==> src/rtl/core/nearest_downscale_gray_defines.svh <==
// ----------------------------------------------------------------------------
// nearest_downscale_gray_defines.svh
// Assertion macros for the downscaler queue module. They sample on clk and
// are disabled while arst_n is low.
// ----------------------------------------------------------------------------
`ifndef NEAREST_DOWNSCALE_GRAY_DEFINES_SVH
`define NEAREST_DOWNSCALE_GRAY_DEFINES_SVH

// Check that a condition holds at every clock edge out of reset.
`define NDG_ASSERT_ALWAYS(label, expr, msg) \
	label: assert property (@(posedge clk) disable iff (!arst_n) (expr)) else $error(msg);

// Check that a consequence holds in the cycle after its trigger.
`define NDG_ASSERT_NEXT(label, ante, cons, msg) \
	label: assert property (@(posedge clk) disable iff (!arst_n) (ante) |=> (cons)) \
		else $error(msg);

`endif

==> src/rtl/core/ndg_pkg.sv <==
// ----------------------------------------------------------------------------
// ndg_pkg
// Shared types, register codes and the gray conversion for the downscaler.
// ----------------------------------------------------------------------------
package ndg_pkg;

	// Default largest source or destination dimension
	localparam int MAX_DIM_DEF = 4096;

	// Configuration field widths
	localparam int SRC_WIDTH_W = 13;
	localparam int COL_STEP_W  = 29;
	localparam int DEST_COLS_W = 13;
	localparam int ROW_SCALE_W = 17;
	localparam int OFFSET_W    = 12;
	localparam int COORD_W     = 13;
	localparam int SAMPLE_W    = 30;
	localparam int PIXEL_W     = 16;
	localparam int GRAY_W      = 8;

	// Fixed point constants
	localparam int ONE_Q16    = 65536;
	localparam int SAMPLE_MAX = 30'h3FFF_FFFF;

	// Luminance weights and shift
	localparam int GRAY_WR    = 38;
	localparam int GRAY_WG    = 75;
	localparam int GRAY_WB    = 15;
	localparam int GRAY_SHIFT = 7;

	// Queue between front and back
	localparam int QUEUE_DEPTH = 2;
	localparam int QPTR_W      = (QUEUE_DEPTH > 1) ? $clog2(QUEUE_DEPTH) : 1;
	localparam int QCNT_W      = $clog2(QUEUE_DEPTH + 1);

	// Register map
	localparam int REG_IDX_W = 3;
	typedef enum logic [REG_IDX_W-1:0] {
		REG_SOURCE_WIDTH  = 3'd0,
		REG_COL_STEP      = 3'd1,
		REG_DEST_COLS     = 3'd2,
		REG_ROW_SCALE     = 3'd3,
		REG_DEST_LEFT     = 3'd4,
		REG_DEST_TOP      = 3'd5
	} reg_idx_t;

	typedef struct packed {
		logic [SRC_WIDTH_W-1:0] source_width;
		logic [COL_STEP_W-1:0]  col_step_q16;
		logic [DEST_COLS_W-1:0] dest_cols;
		logic [ROW_SCALE_W-1:0] row_scale_q16;
		logic [OFFSET_W-1:0]    dest_left;
		logic [OFFSET_W-1:0]    dest_top;
	} cfg_t;

	typedef struct packed {
		logic [COORD_W-1:0] dest_x;
		logic [COORD_W-1:0] dest_y;
		logic [PIXEL_W-1:0] pixel;
	} q_item_t;

	// Weighted luminance of an RGB565 pixel
	function automatic logic [GRAY_W-1:0] gray_of(input logic [PIXEL_W-1:0] p);
		logic [15:0] r;
		logic [15:0] g;
		logic [15:0] b;
		logic [15:0] s;
		r = {8'd0, p[15:11], 3'b000};
		g = {8'd0, p[10:5], 2'b00};
		b = {8'd0, p[4:0], 3'b000};
		s = r * 16'(GRAY_WR) + g * 16'(GRAY_WG) + b * 16'(GRAY_WB);
		s = s >> GRAY_SHIFT;
		return s[GRAY_W-1:0];
	endfunction

endpackage

==> src/rtl/core/ndg_regs.sv <==
// ----------------------------------------------------------------------------
// ndg_regs
// APB configuration registers of the downscaler, with read back.
// ----------------------------------------------------------------------------
module ndg_regs (
	input  logic          clk,
	input  logic          arst_n,
	input  logic          psel,
	input  logic          penable,
	input  logic          pwrite,
	input  logic [4:0]    paddr,
	input  logic [31:0]   pwdata,
	output logic [31:0]   prdata,
	output logic          pready,
	output ndg_pkg::cfg_t cfg
);
	import ndg_pkg::*;

	cfg_t     cfg_q;
	reg_idx_t idx;
	logic     wr_en;

	assign idx    = reg_idx_t'(paddr[4:2]);
	assign wr_en  = psel && penable && pwrite && pready;
	assign pready = 1'b1;
	assign cfg    = cfg_q;

	// Write the addressed register on the access beat
	always_ff @(posedge clk or negedge arst_n) begin
		if (!arst_n) begin
			cfg_q.source_width  <= SRC_WIDTH_W'(1);
			cfg_q.col_step_q16  <= COL_STEP_W'(ONE_Q16);
			cfg_q.dest_cols     <= '0;
			cfg_q.row_scale_q16 <= ROW_SCALE_W'(ONE_Q16);
			cfg_q.dest_left     <= '0;
			cfg_q.dest_top      <= '0;
		end else if (wr_en) begin
			unique case (idx)
				REG_SOURCE_WIDTH: cfg_q.source_width  <= pwdata[SRC_WIDTH_W-1:0];
				REG_COL_STEP:     cfg_q.col_step_q16  <= pwdata[COL_STEP_W-1:0];
				REG_DEST_COLS:    cfg_q.dest_cols     <= pwdata[DEST_COLS_W-1:0];
				REG_ROW_SCALE:    cfg_q.row_scale_q16 <= pwdata[ROW_SCALE_W-1:0];
				REG_DEST_LEFT:    cfg_q.dest_left     <= pwdata[OFFSET_W-1:0];
				REG_DEST_TOP:     cfg_q.dest_top      <= pwdata[OFFSET_W-1:0];
				default: begin
				end
			endcase
		end
	end

	// Read back the addressed register
	always_comb begin
		unique case (idx)
			REG_SOURCE_WIDTH: prdata = 32'(cfg_q.source_width);
			REG_COL_STEP:     prdata = 32'(cfg_q.col_step_q16);
			REG_DEST_COLS:    prdata = 32'(cfg_q.dest_cols);
			REG_ROW_SCALE:    prdata = 32'(cfg_q.row_scale_q16);
			REG_DEST_LEFT:    prdata = 32'(cfg_q.dest_left);
			REG_DEST_TOP:     prdata = 32'(cfg_q.dest_top);
			default:          prdata = '0;
		endcase
	end

endmodule

==> src/rtl/core/ndg_front.sv <==
// ----------------------------------------------------------------------------
// ndg_front
// Counts source column and row, makes the row and column sampling decisions
// and pushes each sampled pixel with its destination coordinates.
// ----------------------------------------------------------------------------
module ndg_front #(
	parameter int MAX_DIM = ndg_pkg::MAX_DIM_DEF
) (
	input  logic                        clk,
	input  logic                        arst_n,
	input  ndg_pkg::cfg_t               cfg,
	input  logic                        in_valid,
	output logic                        in_ready,
	input  logic [ndg_pkg::PIXEL_W-1:0] pixel_rgb565,
	input  logic                        start_of_image,
	input  logic                        q_full,
	output logic                        push,
	output ndg_pkg::q_item_t            push_item
);
	import ndg_pkg::*;

	localparam int CW  = $clog2(MAX_DIM);
	localparam int OCW = $clog2(MAX_DIM + 1);
	localparam int PW  = CW + ROW_SCALE_W;

	logic [CW-1:0]       src_col_q;
	logic [CW-1:0]       src_row_q;
	logic [OCW-1:0]      out_col_q;
	logic [SAMPLE_W-1:0] next_sample_q;
	logic                row_drawn_q;
	logic                last_row_valid_q;
	logic [COORD_W-1:0]  last_dest_row_q;

	logic                accept;
	logic [CW-1:0]       col;
	logic [CW-1:0]       row;
	logic                lv;
	logic [ROW_SCALE_W-1:0] scale_eff;
	logic [PW-1:0]       prod;
	logic [COORD_W-1:0]  drow;
	logic                drawn;
	logic                lv_n;
	logic [COORD_W-1:0]  ldr;
	logic [OCW-1:0]      oc;
	logic [SAMPLE_W-1:0] ns;
	logic [31:0]         w_eff;
	logic [31:0]         cols_eff;
	logic [SAMPLE_W-1:0] step_eff;
	logic [SAMPLE_W:0]   nxt;
	logic                emit;
	logic                row_wrap;

	assign in_ready = !q_full;
	assign accept   = in_valid && in_ready;

	// Clamp the configuration to its legal range
	always_comb begin
		if (cfg.source_width == '0) begin
			w_eff = 32'd1;
		end else if (32'(cfg.source_width) > 32'(MAX_DIM)) begin
			w_eff = 32'(MAX_DIM);
		end else begin
			w_eff = 32'(cfg.source_width);
		end
		cols_eff  = (32'(cfg.dest_cols) > 32'(MAX_DIM)) ? 32'(MAX_DIM) : 32'(cfg.dest_cols);
		step_eff  = (32'(cfg.col_step_q16) < 32'(ONE_Q16)) ? SAMPLE_W'(ONE_Q16)
			: SAMPLE_W'(cfg.col_step_q16);
		scale_eff = (32'(cfg.row_scale_q16) > 32'(ONE_Q16)) ? ROW_SCALE_W'(ONE_Q16)
			: cfg.row_scale_q16;
	end

	// Decide the row at column zero, then the column sample
	always_comb begin
		col  = start_of_image ? '0 : src_col_q;
		row  = start_of_image ? '0 : src_row_q;
		lv   = start_of_image ? 1'b0 : last_row_valid_q;
		prod = PW'(row) * PW'(scale_eff);
		drow = COORD_W'(32'(cfg.dest_top) + 32'(prod[PW-1:16]));
		if (col == '0) begin
			drawn = !(lv && (drow == last_dest_row_q));
			ldr   = drawn ? drow : last_dest_row_q;
			lv_n  = lv || drawn;
			oc    = '0;
			ns    = '0;
		end else begin
			drawn = row_drawn_q;
			ldr   = last_dest_row_q;
			lv_n  = lv;
			oc    = out_col_q;
			ns    = next_sample_q;
		end
		emit     = drawn && (32'(oc) < cols_eff) && (32'(ns[SAMPLE_W-1:16]) == 32'(col));
		nxt      = (SAMPLE_W+1)'(ns) + (SAMPLE_W+1)'(step_eff);
		row_wrap = (32'(col) + 32'd1) >= w_eff;
	end

	// Hand the sample to the queue
	assign push             = accept && emit;
	assign push_item.dest_x = COORD_W'(32'(cfg.dest_left) + 32'(oc));
	assign push_item.dest_y = ldr;
	assign push_item.pixel  = pixel_rgb565;

	// Advance the counters on each accepted beat
	always_ff @(posedge clk or negedge arst_n) begin
		if (!arst_n) begin
			src_col_q        <= '0;
			src_row_q        <= '0;
			out_col_q        <= '0;
			next_sample_q    <= '0;
			row_drawn_q      <= 1'b0;
			last_row_valid_q <= 1'b0;
			last_dest_row_q  <= '0;
		end else if (accept) begin
			row_drawn_q      <= drawn;
			last_row_valid_q <= lv_n;
			last_dest_row_q  <= ldr;
			if (emit) begin
				out_col_q     <= oc + OCW'(1);
				next_sample_q <= (nxt > (SAMPLE_W+1)'(SAMPLE_MAX)) ? SAMPLE_W'(SAMPLE_MAX)
					: nxt[SAMPLE_W-1:0];
			end else begin
				out_col_q     <= oc;
				next_sample_q <= ns;
			end
			if (row_wrap) begin
				src_col_q <= '0;
				if ((32'(row) + 32'd1) < 32'(MAX_DIM)) begin
					src_row_q <= row + CW'(1);
				end else begin
					src_row_q <= row;
				end
			end else begin
				src_col_q <= col + CW'(1);
				src_row_q <= row;
			end
		end
	end

endmodule

==> src/rtl/core/ndg_queue.sv <==
// ----------------------------------------------------------------------------
// ndg_queue
// Short first-in first-out queue that parts the front from the back.
// ----------------------------------------------------------------------------
`include "nearest_downscale_gray_defines.svh"

module ndg_queue (
	input  logic             clk,
	input  logic             arst_n,
	input  logic             push,
	input  ndg_pkg::q_item_t push_item,
	input  logic             pop,
	output logic             full,
	output logic             valid,
	output ndg_pkg::q_item_t head_item
);
	import ndg_pkg::*;

	q_item_t             mem_q [QUEUE_DEPTH];
	logic [QPTR_W-1:0]   wr_ptr_q;
	logic [QPTR_W-1:0]   rd_ptr_q;
	logic [QCNT_W-1:0]   count_q;

	assign full      = (count_q == QCNT_W'(QUEUE_DEPTH));
	assign valid     = (count_q != '0);
	assign head_item = mem_q[rd_ptr_q];

	// Store the pushed beat
	always_ff @(posedge clk) begin
		if (push) begin
			mem_q[wr_ptr_q] <= push_item;
		end
	end

	// Advance pointers and occupancy
	always_ff @(posedge clk or negedge arst_n) begin
		if (!arst_n) begin
			wr_ptr_q <= '0;
			rd_ptr_q <= '0;
			count_q  <= '0;
		end else begin
			if (push) begin
				wr_ptr_q <= (wr_ptr_q == QPTR_W'(QUEUE_DEPTH - 1)) ? '0 : wr_ptr_q + QPTR_W'(1);
			end
			if (pop) begin
				rd_ptr_q <= (rd_ptr_q == QPTR_W'(QUEUE_DEPTH - 1)) ? '0 : rd_ptr_q + QPTR_W'(1);
			end
			if (push && !pop) begin
				count_q <= count_q + QCNT_W'(1);
			end else if (pop && !push) begin
				count_q <= count_q - QCNT_W'(1);
			end
		end
	end

	`NDG_ASSERT_ALWAYS(a_no_push_full, !(push && full), "push into a full queue")
	`NDG_ASSERT_ALWAYS(a_no_pop_empty, !(pop && !valid), "pop from an empty queue")
	`NDG_ASSERT_NEXT(a_count_up, push && !pop, count_q == $past(count_q) + QCNT_W'(1), "count did not rise on push")
	`NDG_ASSERT_NEXT(a_count_down, pop && !push, count_q == $past(count_q) - QCNT_W'(1), "count did not fall on pop")

endmodule

==> src/rtl/core/ndg_back.sv <==
// ----------------------------------------------------------------------------
// ndg_back
// Converts the queued sample to gray and holds it in the output register.
// ----------------------------------------------------------------------------
module ndg_back (
	input  logic                        clk,
	input  logic                        arst_n,
	input  logic                        q_valid,
	input  ndg_pkg::q_item_t            q_item,
	output logic                        q_pop,
	output logic                        out_valid,
	input  logic                        out_ready,
	output logic [ndg_pkg::COORD_W-1:0] dest_x,
	output logic [ndg_pkg::COORD_W-1:0] dest_y,
	output logic [ndg_pkg::GRAY_W-1:0]  gray_level
);
	import ndg_pkg::*;

	logic               out_valid_q;
	logic [COORD_W-1:0] dest_x_q;
	logic [COORD_W-1:0] dest_y_q;
	logic [GRAY_W-1:0]  gray_q;

	// Take the head when the output register is free or drains this cycle
	assign q_pop = q_valid && (!out_valid_q || out_ready);

	always_ff @(posedge clk or negedge arst_n) begin
		if (!arst_n) begin
			out_valid_q <= 1'b0;
		end else if (q_pop) begin
			out_valid_q <= 1'b1;
		end else if (out_ready) begin
			out_valid_q <= 1'b0;
		end
	end

	// Load the converted beat
	always_ff @(posedge clk) begin
		if (q_pop) begin
			dest_x_q <= q_item.dest_x;
			dest_y_q <= q_item.dest_y;
			gray_q   <= gray_of(q_item.pixel);
		end
	end

	assign out_valid  = out_valid_q;
	assign dest_x     = dest_x_q;
	assign dest_y     = dest_y_q;
	assign gray_level = gray_q;

endmodule

==> src/rtl/core/nearest_downscale_gray.sv <==
// ----------------------------------------------------------------------------
// nearest_downscale_gray: RGB565 nearest-neighbor downscaler to gray pixels
// Throughput: one source pixel per cycle while the queue is not full; a sampled
// pixel's result passes through the queue and is then loaded into the output
// register. A full queue stalls the input.
// Rate is set by the front's combinational row/column decision per pixel.
// Reset (arst_n low) clears counters, queue and output valid, and loads config defaults.
// ----------------------------------------------------------------------------
module nearest_downscale_gray #(
	parameter int MAX_DIM = ndg_pkg::MAX_DIM_DEF
) (
	input  logic                        clk,
	input  logic                        arst_n,
	input  logic                        psel,
	input  logic                        penable,
	input  logic                        pwrite,
	input  logic [4:0]                  paddr,
	input  logic [31:0]                 pwdata,
	output logic [31:0]                 prdata,
	output logic                        pready,
	input  logic                        in_valid,
	output logic                        in_ready,
	input  logic [ndg_pkg::PIXEL_W-1:0] pixel_rgb565,
	input  logic                        start_of_image,
	output logic                        out_valid,
	input  logic                        out_ready,
	output logic [ndg_pkg::COORD_W-1:0] dest_x,
	output logic [ndg_pkg::COORD_W-1:0] dest_y,
	output logic [ndg_pkg::GRAY_W-1:0]  gray_level
);
	import ndg_pkg::*;

	cfg_t    cfg;
	logic    push;
	q_item_t push_item;
	logic    q_full;
	logic    q_valid;
	logic    q_pop;
	q_item_t q_item;

	// Configuration registers
	ndg_regs u_regs (
		.clk     (clk),
		.arst_n  (arst_n),
		.psel    (psel),
		.penable (penable),
		.pwrite  (pwrite),
		.paddr   (paddr),
		.pwdata  (pwdata),
		.prdata  (prdata),
		.pready  (pready),
		.cfg     (cfg)
	);

	// Accept and classify pixels
	ndg_front #(
		.MAX_DIM (MAX_DIM)
	) u_front (
		.clk            (clk),
		.arst_n         (arst_n),
		.cfg            (cfg),
		.in_valid       (in_valid),
		.in_ready       (in_ready),
		.pixel_rgb565   (pixel_rgb565),
		.start_of_image (start_of_image),
		.q_full         (q_full),
		.push           (push),
		.push_item      (push_item)
	);

	// Decouple front and back
	ndg_queue u_queue (
		.clk       (clk),
		.arst_n    (arst_n),
		.push      (push),
		.push_item (push_item),
		.pop       (q_pop),
		.full      (q_full),
		.valid     (q_valid),
		.head_item (q_item)
	);

	// Convert and present results
	ndg_back u_back (
		.clk        (clk),
		.arst_n     (arst_n),
		.q_valid    (q_valid),
		.q_item     (q_item),
		.q_pop      (q_pop),
		.out_valid  (out_valid),
		.out_ready  (out_ready),
		.dest_x     (dest_x),
		.dest_y     (dest_y),
		.gray_level (gray_level)
	);

endmodule

==> config.mk <==
export PLATFORM = sky130hd
export DESIGN_NAME = nearest_downscale_gray
export DESIGN_NICKNAME = d
export VERILOG_FILES = /design/src/rtl/core/ndg_pkg.sv /design/src/rtl/core/ndg_regs.sv /design/src/rtl/core/ndg_front.sv /design/src/rtl/core/ndg_queue.sv /design/src/rtl/core/ndg_back.sv /design/src/rtl/core/nearest_downscale_gray.sv
export VERILOG_INCLUDE_DIRS = /design/src /design/src/rtl/core
export SDC_FILE = /design/constraint.sdc
export NUM_CORES = 1
export LEC_CHECK = 0
export BUFFER_PORTS_ARGS = -buffer_cell sky130_fd_sc_hd__buf_2
export CAP_MARGIN = 20
export CORE_MARGIN = 3
export CORE_UTILIZATION = 60
export DETAILED_ROUTE_END_ITERATION = 8
export GPL_ROUTABILITY_DRIVEN = 0
export PLACE_DENSITY = 0.78
export SLEW_MARGIN = 20
export SYNTH_ARGS = -nofsm -noshare
export SYNTH_HDL_FRONTEND = slang
export SYNTH_SLANG_ARGS = --single-unit
==> constraint.sdc <==
create_clock -name clk -period 12.65 [get_ports clk]
set_input_delay 1.8975 -clock clk [delete_from_list [all_inputs] [get_ports clk]]
set_output_delay 1.8975 -clock clk [all_outputs]
set_load 0.005 [all_outputs]
# Yosys cells after proc, flatten, opt, wreduce, memory -nomap -nowiden
# Memory sizes are Yosys's and may differ from the RTL's.
# Index checks and enable logic that the tools add are counted.
word_totals:
  register_bits: 217
  mem_bits_rw: 84
  in_bits: 61
  out_inout_bits: 69
  wordCells: 113
  mem_count: 1
memory_table:
  columns: ["name", "words", "word_bits", "rd", "rd_ports_with_merged_regs", "wr", "line", "source"]
  rows:
  - ["u_queue.mem_q", 2, 42, 1, 0, 1, "ndg_queue.sv:19", "q_item_t mem_q [QUEUE_DEPTH];"]
op_classes:
  addsub: 14
  n_mul: 4
  order_cmp: 8
  n_eq_ne: 8
  mux: 29
  reduce_logical: 29
ops:
  columns: ["op", "n"]
  rows:
  - ["29-bit one-hot mux with 6 select lines", 1]
  - ["13-bit two-way mux", 7]
  - ["30-bit two-way mux", 3]
  - ["12-bit two-way mux", 5]
  - ["32-bit by 13-bit >= comparator with 1-bit output", 1]
  - ["13-bit by 32-bit less-than comparator with 1-bit output", 1]
  - ["32-bit by 13-bit less-than comparator with 1-bit output (second input constant)", 1]
  - ["30-bit by 30-bit adder with 31-bit output", 1]
  - ["31-bit by 30-bit > comparator with 1-bit output (second input constant)", 1]
  - ["29-bit by 17-bit less-than comparator with 1-bit output (second input constant)", 1]
  - ["12-bit by 17-bit multiplier with 29-bit output", 1]
  - ["29-bit two-way mux", 1]
  - ["12-bit by 1-bit adder with 13-bit output (second input constant)", 2]
  - ["12-bit by 13-bit adder with 13-bit output", 2]
  - ["13-bit > comparator (second input constant)", 2]
  - ["12-bit by 1-bit adder with 12-bit output (second input constant)", 2]
  - ["17-bit > comparator (second input constant)", 1]
  - ["17-bit two-way mux", 1]
  - ["14-bit by 15-bit adder with 15-bit output", 1]
  - ["15-bit by 12-bit adder with 15-bit output", 1]
  - ["14-bit by 12-bit equality test with 1-bit output", 1]
  - ["13-bit by 1-bit adder with 13-bit output (second input constant)", 1]
  - ["13-bit equality test", 1]
  - ["13-bit zero test", 1]
  - ["19 further kinds", 52]

# Depth between registers and ports, before layout
depth:
  depth_word: 15
  ltp_mapped: 41
  mapped_depth_nobuf: 37

# Hierarchy
# From an unflattened synthesis, not the netlist that was laid out.
hier_totals:
  cells_unflattened: 2502
  area_unflattened_um2: 25351.8
by_module_without_submodules:
  columns: ["module", "instances", "cells_per_inst", "area_per_inst_um2", "seq_area_each_um2"]
  rows:
  - ["ndg_front", 1, 1787, 14487.6, 2052.0]
  - ["ndg_regs", 1, 326, 4453.0, 2406.1]
  - ["ndg_queue", 1, 147, 3422.0, 2622.5]
  - ["ndg_back", 1, 242, 2989.1, 1046.0]

# Worst setup path after synthesis
# OpenSTA, ideal clock, no wires.
synth_timing:
  path_type: "input to register"
  from: "in start_of_image"
  to: "mem u_queue.mem_q[0][0] (netlist bit) (enable)"
  arrival_ps: 11217
  setup_slack_ps: 986
  path_stages: 36
  path_buffers: 7
  path_cell_list: "buf_2 > clkbuf_1 > clkbuf_1 > buf_1 > nor2b_1 > clkbuf_1 > nand2_1 > fa_1 > inv_1 > fa_1 > fa_1 > fa_1 > inv_1 > fa_1 > inv_1 > ha_1 > a21o_1 > a21o_1 > o21ai_0 > nand2_1 > o2111a_1 > o21a_1 > nor3_1 > nor2_1 > ha_1 > clkbuf_1 > o21a_1 > o31a_1 > o221ai_1 > a21oi_1 > a21o_1 > a21oi_2 > xnor3_1 > o31a_1 > buf_4 > nor2b_1"
synth_via:
  elab_chain_cells: 12
  word_cells_on_any_way: 19
  classes_between: "add/sub (1); mul (1); order compare (1); eq/ne (2); mux (8); reduce/logical (6)"
synth_rtl:
  columns: ["element", "line", "source"]
  rows:
  - ["from (decl)", "nearest_downscale_gray.sv:24", "input logic start_of_image,"]
  - ["12-bit two-way mux", "ndg_front.sv:75", "row = start_of_image ? '0 : src_row_q;"]
  - ["12-bit by 17-bit multiplier with 29-bit output", "ndg_front.sv:77", "prod = PW'(row) * PW'(scale_eff);"]
  - ["12-bit by 13-bit adder with 13-bit output", "ndg_front.sv:78", "drow = COORD_W'(32'(cfg.dest_top) + 32'(prod[PW-1:16]));"]
  - ["13-bit equality test", "ndg_front.sv:80", "drawn = !(lv && (drow == last_dest_row_q));"]
  - ["1-bit logical AND", "ndg_front.sv:80", null]
  - ["1-bit zero test", "ndg_front.sv:80", null]
  - ["1-bit two-way mux", "ndg_front.sv:79", "if (col == '0) begin"]
  - ["1-bit logical AND", "ndg_front.sv:92", "emit = drawn && (32'(oc) < cols_eff) && (32'(ns[SAMPLE_W-1:16]) == 32'(col));"]
  - ["1-bit logical AND *", "ndg_front.sv:92", null]
  - ["1-bit logical AND *", "ndg_front.sv:98", "assign push = accept && emit;"]
  - ["via push", "nearest_downscale_gray.sv:34", "logic push;"]
  - ["1-bit two-way mux *", "ndg_queue.sv:30", "if (push) begin"]
  - ["1-bit two-way mux (not written as such) *", "ndg_queue.sv:31", "mem_q[wr_ptr_q] <= push_item;"]
  - ["to (decl)", "ndg_queue.sv:19", null]
# Mark *: on every way through the listed nets, which the timed path passes. The rest lies on a longest branch.

==> results.ini <==
[sta]
final_hold_viol_count = 0
finalSetupViolations = 0
finalClockSkew_ns = 0.0224
post-route-period-util = 0.889
tightestPinTransition_ns = 1.05
fin_tns_setup_ns = 0
maxSlewViolCount = 0
slew-limit-headroom = 0.294
finalCriticalPeriod_ns = 11.25
rsz0062_at_grt = false
fmax_mhz = 88.9

[floorplanning]
die_area_um2 = 44000
rows = 73
initial_core_util = 0.617
dieHeight_um = 210
core_area_um2 = 40400
ios = 130
die_w_um = 210

[critical_path]
startpoint_type = input port
crit_top_cell = fa_1
worstSetupPathType = in2reg
worst_ep_required_time_ns = 12.98
crit_arrival_ns = 11.58
cp-end-kind = register
crit_fanout = 25
cpPeakStageDelay_ns = 0.73
critical-path-slowest-cell = o41ai_4

[synthesis]
synth-simple-area-share = 0.147
syn-cell-area_um2 = 24900
yosysTopAreaCell = dfrtp_1
yosysUniqueCellTypes = 82
synth_warnings = 0
synth_edf_count = 118
synth_fa_ha_area_frac = 0.243
ys_seq_area_frac = 0.326
synthXorXnorAreaFrac = 0.0480
yosys.area.top_type_share = 0.181
synthTopCellsByArea = dfrtp_1, edfxtp_1, fa_1
synth_compound_area_frac = 0.0950
async_reset_ff_frac = 0.608
synth_mux_area_frac = 0.0848
ys_ff_latch = 301
syn_inst = 2464
synthFlopType = dfrtp_1
synth_top_family_by_area = adder cells
syn_area_per_cell_um2 = 10.1

[job]
drv_cap = 0

[pwr]
power_density_nw_per_um2 = 235
leakage_nw = 12.4
power_mw = 6.32
ir_drop_mv = 0.664

[placed_design]
dp_cells = 3022
dpl-instance-area_um2 = 25900
io_buffers = 120
dp_hpwl_mm = 46.6

[clock_network]
cts_tree = yes
clock-sinks = 301
post_cts_buffers = 0
numCtsBuffers = 31
cts-root-buf = clkbuf_16
cts_buffer_depth = 3
h-tree-depth = 1
cts_resized = 0
hold_buffers = 0
clock_latency_ns = 0.59
path_clk_slew_ns = 0.06

[outcome]
status = complete, no violations

[grt]
antenna_found_initial = 0
grt_pass1_vias = 19000
grt_pass1_wl_mm = 99.7
grt_overflow_total = 0
grt.total_usage = 0.278
grt_max_degree = 118

[final_layout]
drive_gt1_frac = 0.150
register_area_um2 = 8130
mostFrequentLayoutCell = nand2_1
final_nets = 2971
fillers = 3120
design_area_um2 = 26900
fin_cells = 3081
finish.utilization = 0.667
mostFrequentLayoutCells = nand2_1, inv_1, ha_1
multiInputGateArea_um2 = 15400
layout-area-overhead-vs-synth_pct = 8.16

[route]
drt-initial-drc-count = 1647
avgRoutedWirePerCell_um = 19.8
drcViolationCount = 0
viasPerCell = 6.06
postRouteAntennaNets = 0
dr_total_vias = 18700
drt_wl_total_mm = 61.1
first_pass_iters = 7

[hold_path]
hold_path.class = reg2reg

-- synth_stat cells (all sizes together) (40+ instances only) --
library cell  number
edfxtp           118
nor2b             40
fa               173
mux2             155
clkbuf            85
xor2              40
a21oi             83
o21ai             63
inv              240
xnor2             86
dfrtp            180
ha               207
nand2            286
nor2             158
and2              88
-- critical path: cells and delay by family --
kind	cells	cell delay (ns)
and+or+nand+nor	12	3.39
xor gates and xnor gates	1	0.13
muxes	1	0.43
AOI/OAI and AO/OA	6	1.67
buffers and inverters	3	0.52
adders and majority gates	7	3.49
-- per-layer routing --
layer | vias up | global-route usage | wire length, um
li1 | 8538 | - | -
met1 | 9177 | 0.399 | 26200
met2 | 820 | 0.440 | 27600
met3 | 150 | 0.0462 | 5150
met4 | 0 | 0.0815 | 2040
met5 | - | 0 | 0
-- cells by family after synthesis --
kind of cell,Yosys count
other,2
buffers and inverters,352
and+or+nand+nor,761
adders and majority gates,380
DFF,301
muxes,189
xor gates and xnor gates,130
AOI/OAI and AO/OA,349
-- per-stage QoR --
stage               worst slack [ns]  hold WS [ns]
floorplan                      0.986         0.448
global placement                1.16         0.463
detailed placement              1.03         0.469
CTS                             1.60         0.483
global route                   0.834         0.511
finish                          1.40         0.481
-- final cells by class --
| type | count | share of cell area |
|---|---|---|
| flip-flops and latches | 301 | 0.302 |
| well taps | 525 | 0.0244 |
| multi-input cells | 1813 | 0.574 |
| clock buffers | 35 | 0.0297 |
| repair buffers | 143 | 0.0290 |
| diodes | 1 | 0.0000929 |
| inverters | 240 | 0.0335 |
| clock inverters | 23 | 0.00785 |
-- where the power goes --
group / switching (mW) / internal [mW]
sequential: 0.205 / 1.49
clock: 0.400 / 0.518
combinational: 2.07 / 1.64
total: 2.68 / 3.65
-- sequential cells by signal, indices dropped and copies added (netlist names) --
name	count
u_back.dest_y	13
u_back.out_valid	1
u_front.out_col_q	13
u_regs.cfg	96
u_front.last_dest_row_q	13
u_front.src_row_q	12
u_front.src_col_q	12
u_front.last_row_valid_q	1
u_queue.count_q	2
u_queue.wr_ptr_q	1
u_front.row_drawn_q	1
u_queue.mem_q	84
u_queue.rd_ptr_q	1
u_back.dest_x	13
u_front.next_sample_q	30
u_back.gray_level	8
-- final timing paths --
| check | from | endpoint | slack (ns) | cells after the start |
|---|---|---|---|---|
| max | start_of_image | u_queue.mem_q[1][21]$_DFFE_PP_ | 1.40 | 30 |
| min | u_front.last_row_valid_q$_DFFE_PN0P_ | u_front.last_row_valid_q$_DFFE_PN0P_ | 0.48 | 2 |
| max reg2reg | u_regs.cfg[24]$_DFFE_PN0P_ | u_queue.mem_q[1][21]$_DFFE_PP_ | 1.89 | 31 |
| min reg2reg | u_front.last_row_valid_q$_DFFE_PN0P_ | u_front.last_row_valid_q$_DFFE_PN0P_ | 0.48 | 2 |
| max in group asynchronous | arst_n | u_regs.cfg[92]$_DFFE_PN0P_ | 9.67 | 2 |
| min in group asynchronous | arst_n | u_regs.cfg[72]$_DFFE_PN0P_ | 1.42 | 1 |
Note: power is estimated with default switching activity, not from simulation.
